**src/hw/rtl/tiny_register_machine_execute_top_defines.svh**
```systemverilog
// assertion macros for the register machine execute block
`ifndef TINY_REGISTER_MACHINE_EXECUTE_TOP_DEFINES_SVH
`define TINY_REGISTER_MACHINE_EXECUTE_TOP_DEFINES_SVH
`ifndef SYNTH
`define TRM_ASSERT(lbl, clk, rstn, prop, msg) \
  lbl: assert property (@(posedge clk) disable iff (!rstn) prop) else $error(msg);
`define TRM_ASSERT_NR(lbl, clk, prop, msg) \
  lbl: assert property (@(posedge clk) prop) else $error(msg);
`else
`define TRM_ASSERT(lbl, clk, rstn, prop, msg)
`define TRM_ASSERT_NR(lbl, clk, prop, msg)
`endif
`endif

```
**src/hw/rtl/trm_pkg.sv**
```systemverilog
`timescale 1ns / 1ps
package trm_pkg;
  localparam int unsigned NumRegs  = 16;
  localparam int unsigned MemWords = 512;
  localparam int unsigned DataW    = 32;
  localparam int unsigned RegIdxW  = 5;
  localparam int unsigned MemAddrW = 9;
  localparam int unsigned CntW     = 6;

  typedef enum logic [3:0] {
    OP_SET = 4'd0, OP_PUT = 4'd1, OP_LPC = 4'd2, OP_ADD = 4'd3,
    OP_SUB = 4'd4, OP_MUL = 4'd5, OP_DIV = 4'd6, OP_DUMP = 4'd7,
    OP_FDUMP = 4'd8, OP_MW = 4'd9, OP_MR = 4'd10
  } op_e;

  typedef enum logic [1:0] {
    KIND_ACK = 2'd0, KIND_CHAR = 2'd1, KIND_DEC = 2'd2, KIND_DUMP = 2'd3
  } kind_e;

  typedef enum logic [1:0] {
    ERR_OK = 2'd0, ERR_DIV0 = 2'd1, ERR_BADREG = 2'd2, ERR_BADOP = 2'd3
  } err_e;

  typedef enum logic [1:0] {
    SER_MUL = 2'd0, SER_DIV = 2'd1
  } ser_op_e;

  // start request to the bit-serial unit
  typedef struct packed {
    logic                start;
    ser_op_e             op;
    logic [DataW-1:0]    a;
    logic [DataW-1:0]    b;
  } ser_req_t;

  typedef struct packed {
    logic                done;
    logic [DataW-1:0]    res;
  } ser_rsp_t;

  typedef enum logic [2:0] {
    ST_IDLE, ST_READ, ST_EXEC, ST_SER, ST_OUT, ST_DUMP
  } state_e;
endpackage

```
**src/hw/rtl/trm_serial_alu.sv**
```systemverilog
`timescale 1ns / 1ps
// one bit per cycle shift-add multiply and restoring divide
module trm_serial_alu
  import trm_pkg::*;
(
  input  logic     clk_i,
  input  logic     rst_ni,
  input  ser_req_t req_i,
  output ser_rsp_t rsp_o
);
  logic             busy_q, busy_d;
  ser_op_e          op_q, op_d;
  logic [CntW-1:0]  cnt_q, cnt_d;
  logic [DataW-1:0] acc_q, acc_d;   // product or remainder
  logic [DataW-1:0] sh_q, sh_d;     // multiplier or dividend/quotient
  logic [DataW-1:0] b_q, b_d;       // multiplicand or divisor magnitude
  logic             neg_q, neg_d;
  logic [DataW:0]   trial;
  logic [DataW-1:0] rem_sh;

  always_ff @(posedge clk_i or negedge rst_ni) begin
    if (!rst_ni) begin
      busy_q <= 1'b0;
      cnt_q  <= '0;
    end else begin
      busy_q <= busy_d;
      cnt_q  <= cnt_d;
    end
  end

  always_ff @(posedge clk_i) begin
    op_q  <= op_d;
    acc_q <= acc_d;
    sh_q  <= sh_d;
    b_q   <= b_d;
    neg_q <= neg_d;
  end

  always_comb begin
    busy_d = busy_q;
    cnt_d  = cnt_q;
    op_d   = op_q;
    acc_d  = acc_q;
    sh_d   = sh_q;
    b_d    = b_q;
    neg_d  = neg_q;
    rem_sh = {acc_q[DataW-2:0], sh_q[DataW-1]};
    trial  = {1'b0, rem_sh} - {1'b0, b_q};
    rsp_o.done = 1'b0;
    rsp_o.res  = neg_q ? (~sh_q + 1'b1) : sh_q;
    if (op_q == SER_MUL) rsp_o.res = acc_q;
    if (req_i.start) begin
      busy_d = 1'b1;
      cnt_d  = '0;
      op_d   = req_i.op;
      acc_d  = '0;
      if (req_i.op == SER_MUL) begin
        sh_d  = req_i.b;
        b_d   = req_i.a;
        neg_d = 1'b0;
      end else begin
        sh_d  = req_i.a[DataW-1] ? ~req_i.a + 1'b1 : req_i.a;
        b_d   = req_i.b[DataW-1] ? ~req_i.b + 1'b1 : req_i.b;
        neg_d = req_i.a[DataW-1] ^ req_i.b[DataW-1];
      end
    end else if (busy_q) begin
      if (cnt_q == CntW'(DataW)) begin
        busy_d     = 1'b0;
        rsp_o.done = 1'b1;
      end else begin
        cnt_d = cnt_q + 1'b1;
        if (op_q == SER_MUL) begin
          // lsb first: add shifted multiplicand
          if (sh_q[0]) acc_d = acc_q + b_q;
          sh_d = sh_q >> 1;
          b_d  = b_q << 1;
        end else begin
          if (!trial[DataW]) begin
            acc_d = trial[DataW-1:0];
            sh_d  = {sh_q[DataW-2:0], 1'b1};
          end else begin
            acc_d = rem_sh;
            sh_d  = {sh_q[DataW-2:0], 1'b0};
          end
        end
      end
    end
  end
endmodule

```
**config.mk**
```make
export PLATFORM = sky130hd
export DESIGN_NAME = trm_serial_alu
export DESIGN_NICKNAME = d
export VERILOG_FILES = /design/src/hw/rtl/tiny_register_machine_execute_top_defines.svh /design/src/hw/rtl/trm_pkg.sv /design/src/hw/rtl/trm_serial_alu.sv
export SDC_FILE = /design/constraint.sdc
export NUM_CORES = 1
export LEC_CHECK = 0
export ABC_AREA = 0
export BUFFER_PORTS_ARGS = -buffer_cell sky130_fd_sc_hd__clkbuf_2
export CORE_MARGIN = 1.5
export CORE_UTILIZATION = 55
export DETAILED_ROUTE_END_ITERATION = 8
export PLACE_DENSITY = 0.75
export SYNTH_ARGS = -nofsm -noshare
export SYNTH_HDL_FRONTEND = slang
export SYNTH_SLANG_ARGS = --single-unit
```
**constraint.sdc**
```tcl
create_clock -name clk_i -period 8.3 [get_ports clk_i]
set_input_delay 0.83 -clock clk_i [delete_from_list [all_inputs] [get_ports clk_i]]
set_output_delay 0.83 -clock clk_i [all_outputs]
set_load 0.005 [all_outputs]
```
==> impl_metrics.ini <==
[run_status]
status = finished clean

[cts]
tritoncts_num_sinks = 106
clkTransAtPathRegs_ns = 0.08
clockRootBuffer = sky130_fd_sc_hd__clkbuf_16
postCtsSetupBuffers = 0
clock_insertion_delay_worst_skew_ns = 0.36
tritoncts = yes
holdBufCountCts = 0
cts-root-to-sink-buffers = 2
cts-buffers-inserted = 9
cts_resized = 0
cts.htree.levels = 3

[detailed_routing]
vias_per_cell = 6.30
totalWireLength_um = 31300
detail_route.wl_per_cell_um = 18.3
first_pass_iters = 5
ant_nets = 0
drc_errors = 0
route.vias.total = 10800
drtIter0Drc = 983

[min_path]
min_delay_worst_type = in -> async

[floorplanning]
floorplan.rows = 51
floorplan_core_area_um2 = 19500
die_x_um = 144
ioPinCount = 102
die_height_um = 144
floorplan.initialDensity = 0.564
die_area_um2 = 20900

[placement]
routabilityCongestion = 0.948
place_hpwl_um = 23800
port-buffer-count = 101
dpl.cell_count = 1697

[yosys]
synth-main-ff-cell = sky130_fd_sc_hd__edfxtp_1
synth_sequential_area_ratio = 0.257
avgSynthCellArea_um2 = 7.84
synth-async-reset-ratio = 0.0660
post_synth_instance_area_um2 = 11000
mappedNetlistNets = 1544
count_of_state_elements_after_synthesis = 106
ys.warnings.count = 0
synthesis.instances = 1405
synth-edff-count = 67
synth_cell_types = 67

[layout]
insertedDiodeCount = 0
design.final.nets = 1582
fraction_of_final_layout_cells_sized_beyond_drive_strength_1 = 0.110
syn_to_final_growth_pct = 8.74
mostFrequentLayoutCell = sky130_fd_sc_hd__nand2_1
most-common-layout-cells = sky130_fd_sc_hd__nand2_1 (160), sky130_fd_sc_hd__o21ai_0 (154), sky130_fd_sc_hd__nor2_1 (105)
instances_no_fill = 1713

[power_and_ir_drop]
cellPowerDensity_nw_per_um2 = 245
power.leakage_nw = 4.99
vdd.ir_drop.worst_v = 0.000110

[sta]
rsz_0062_raised_after_global_routing = false
worst_slew_pin_slew_ns = 1.25
aggregate_negative_setup_slack_ns = 0
timing.fmax_mhz = 225
max-slew-margin-rel = 0.170
timing.final.crit_share = 0.536
final_max_slew_viol_count = 0
finalCriticalPeriod_ns = 4.45
final_hold_viol_count = 0
report.final.setup_viol = 0
final.setup_skew_ns = 0.0110

[setup_path]
critical_path_required_ns = 7.47
r2r_slack_ns = 4.07
crit_fanout = 6
worst_endpoint_data_arrival_time_ns = 3.62
critical_path.reg2reg.endpoint = acc_q[27]
reg2reg_depth = 11
cp-start-kind = register
critPathKind = reg -> out
sort_of_element_at_the_end_of_the_critical_path = output port
worstReg2RegStart = sh_q[31]

[run]
max_cap_viol_count = 0

[grt]
grt_max_degree = 109
total_global_routing_overflow = 0
via_count_of_the_first_global_routing_pass = 9420
grtUsageTotal = 0.304
antenna_violations_before_repair = 0
grt_pass1_wl_um = 49800
## cell usage after synthesis, types with 7 or more instances
master,instances,share of area
sky130_fd_sc_hd__or2_2,11,0.0063
sky130_fd_sc_hd__o21ai_0,155,0.070
sky130_fd_sc_hd__o31ai_1,37,0.025
sky130_fd_sc_hd__buf_1,11,0.0038
sky130_fd_sc_hd__and2_1,15,0.0085
sky130_fd_sc_hd__nand2_1,160,0.055
sky130_fd_sc_hd__a221oi_1,22,0.018
sky130_fd_sc_hd__nor2_1,107,0.036
sky130_fd_sc_hd__and3_1,8,0.0045
sky130_fd_sc_hd__a31oi_1,7,0.0040
sky130_fd_sc_hd__ha_1,68,0.077
sky130_fd_sc_hd__dfrtp_1,7,0.016
sky130_fd_sc_hd__a211oi_1,21,0.014
sky130_fd_sc_hd__a21boi_0,9,0.0061
sky130_fd_sc_hd__dfxtp_1,32,0.058
sky130_fd_sc_hd__a21o_1,20,0.014
sky130_fd_sc_hd__xnor2_1,58,0.046
sky130_fd_sc_hd__a21oi_1,83,0.038
sky130_fd_sc_hd__or4_1,11,0.0075
sky130_fd_sc_hd__a221o_1,8,0.0073
sky130_fd_sc_hd__o211ai_1,45,0.031
sky130_fd_sc_hd__inv_1,56,0.019
sky130_fd_sc_hd__o41ai_1,15,0.012
sky130_fd_sc_hd__mux2i_1,29,0.026
sky130_fd_sc_hd__nor4_1,8,0.0045
sky130_fd_sc_hd__xor2_1,87,0.069
sky130_fd_sc_hd__edfxtp_1,67,0.18
sky130_fd_sc_hd__clkbuf_1,71,0.024
sky130_fd_sc_hd__nor3_1,27,0.012
sky130_fd_sc_hd__or3_1,19,0.011
sky130_fd_sc_hd__nand3_1,14,0.0064
sky130_fd_sc_hd__nor2b_1,8,0.0045
sky130_fd_sc_hd__o22ai_1,9,0.0051
sky130_fd_sc_hd__o21a_1,9,0.0061
sky130_fd_sc_hd__nand2b_1,15,0.0085
sky130_fd_sc_hd__nand4_1,15,0.0085
## stage by stage
stage	cell area, um^2	utilization	setup slack (ns)	power [mW]	hold WS, ns
2_1_floorplan	11000	-	4.51	1.98	0.497
3_3_place_gp	11600	0.595	4.30	2.37	0.525
3_5_place_dp	11600	0.595	4.19	2.40	0.537
4_1_cts	12000	0.613	3.85	2.90	0.297
5_1_grt	12000	0.613	3.72	3.14	0.305
6_report	12000	0.613	3.85	2.93	0.302
## final cells by class
class	count	area (um^2)
Clock buffer	9	225
Sequential cell	106	2830
Multi-Input combinational cell	1160	7680
Fill cell	1805	7550
Clock inverter	7	124
Inverter	56	210
Tap cell	265	332
Timing Repair Buffer	110	576
## metal layers
metal	track usage	wire length (um)
met5	0	0
met4	0.0888	666
met3	0.0262	2570
met2	0.436	13000
met1	0.477	15100
## critical path, stage by stage, from the launching register on
cell                       delay, ns
sky130_fd_sc_hd__edfxtp_1       0.50
sky130_fd_sc_hd__or4_4          0.53
sky130_fd_sc_hd__or3_4          0.35
sky130_fd_sc_hd__or3_4          0.39
sky130_fd_sc_hd__or3_4          0.38
sky130_fd_sc_hd__or4_4          0.47
sky130_fd_sc_hd__o41ai_2        0.25
sky130_fd_sc_hd__xor2_1         0.18
sky130_fd_sc_hd__o21ai_1        0.07
sky130_fd_sc_hd__clkbuf_2       0.15
## worst max-delay path by stage
stage,startpoint,end,cells after the start
final,sh_q[8],rsp_o[29],9
after CTS,sh_q[8],rsp_o[29],9
after detailed placement,sh_q[31],acc_q[12],12
after global routing,sh_q[8],rsp_o[27],9
after floorplan,sh_q[10],rsp_o[28],8
after global placement,sh_q[10],rsp_o[28],9
## where the power goes
part / switching, mW / internal [mW]
clock network: 0.207 / 0.298
registers: 0.156 / 0.674
logic: 0.929 / 0.668
total: 1.29 / 1.64
## kinds of logic (layout without fill, tap and decap cells)
group           count (synthesis)  count (layout)  share of synthesized area
buf+inv                       139             182                     0.0475
xor+xnor                      145             145                      0.115
fa+ha+maj                      70              70                     0.0809
simple gates                  433             433                      0.187
compound gates                481             481                      0.284
mux                            31              31                     0.0284
flops                         106             106                      0.257
## flip-flops by register name, summed over array words and instances (netlist names)
signal,count
acc_q,32
busy_q,1
cnt_q,6
sh_q,32
op_q,2
b_q,32
neg_q,1
Power figures use the tool's default switching activity.
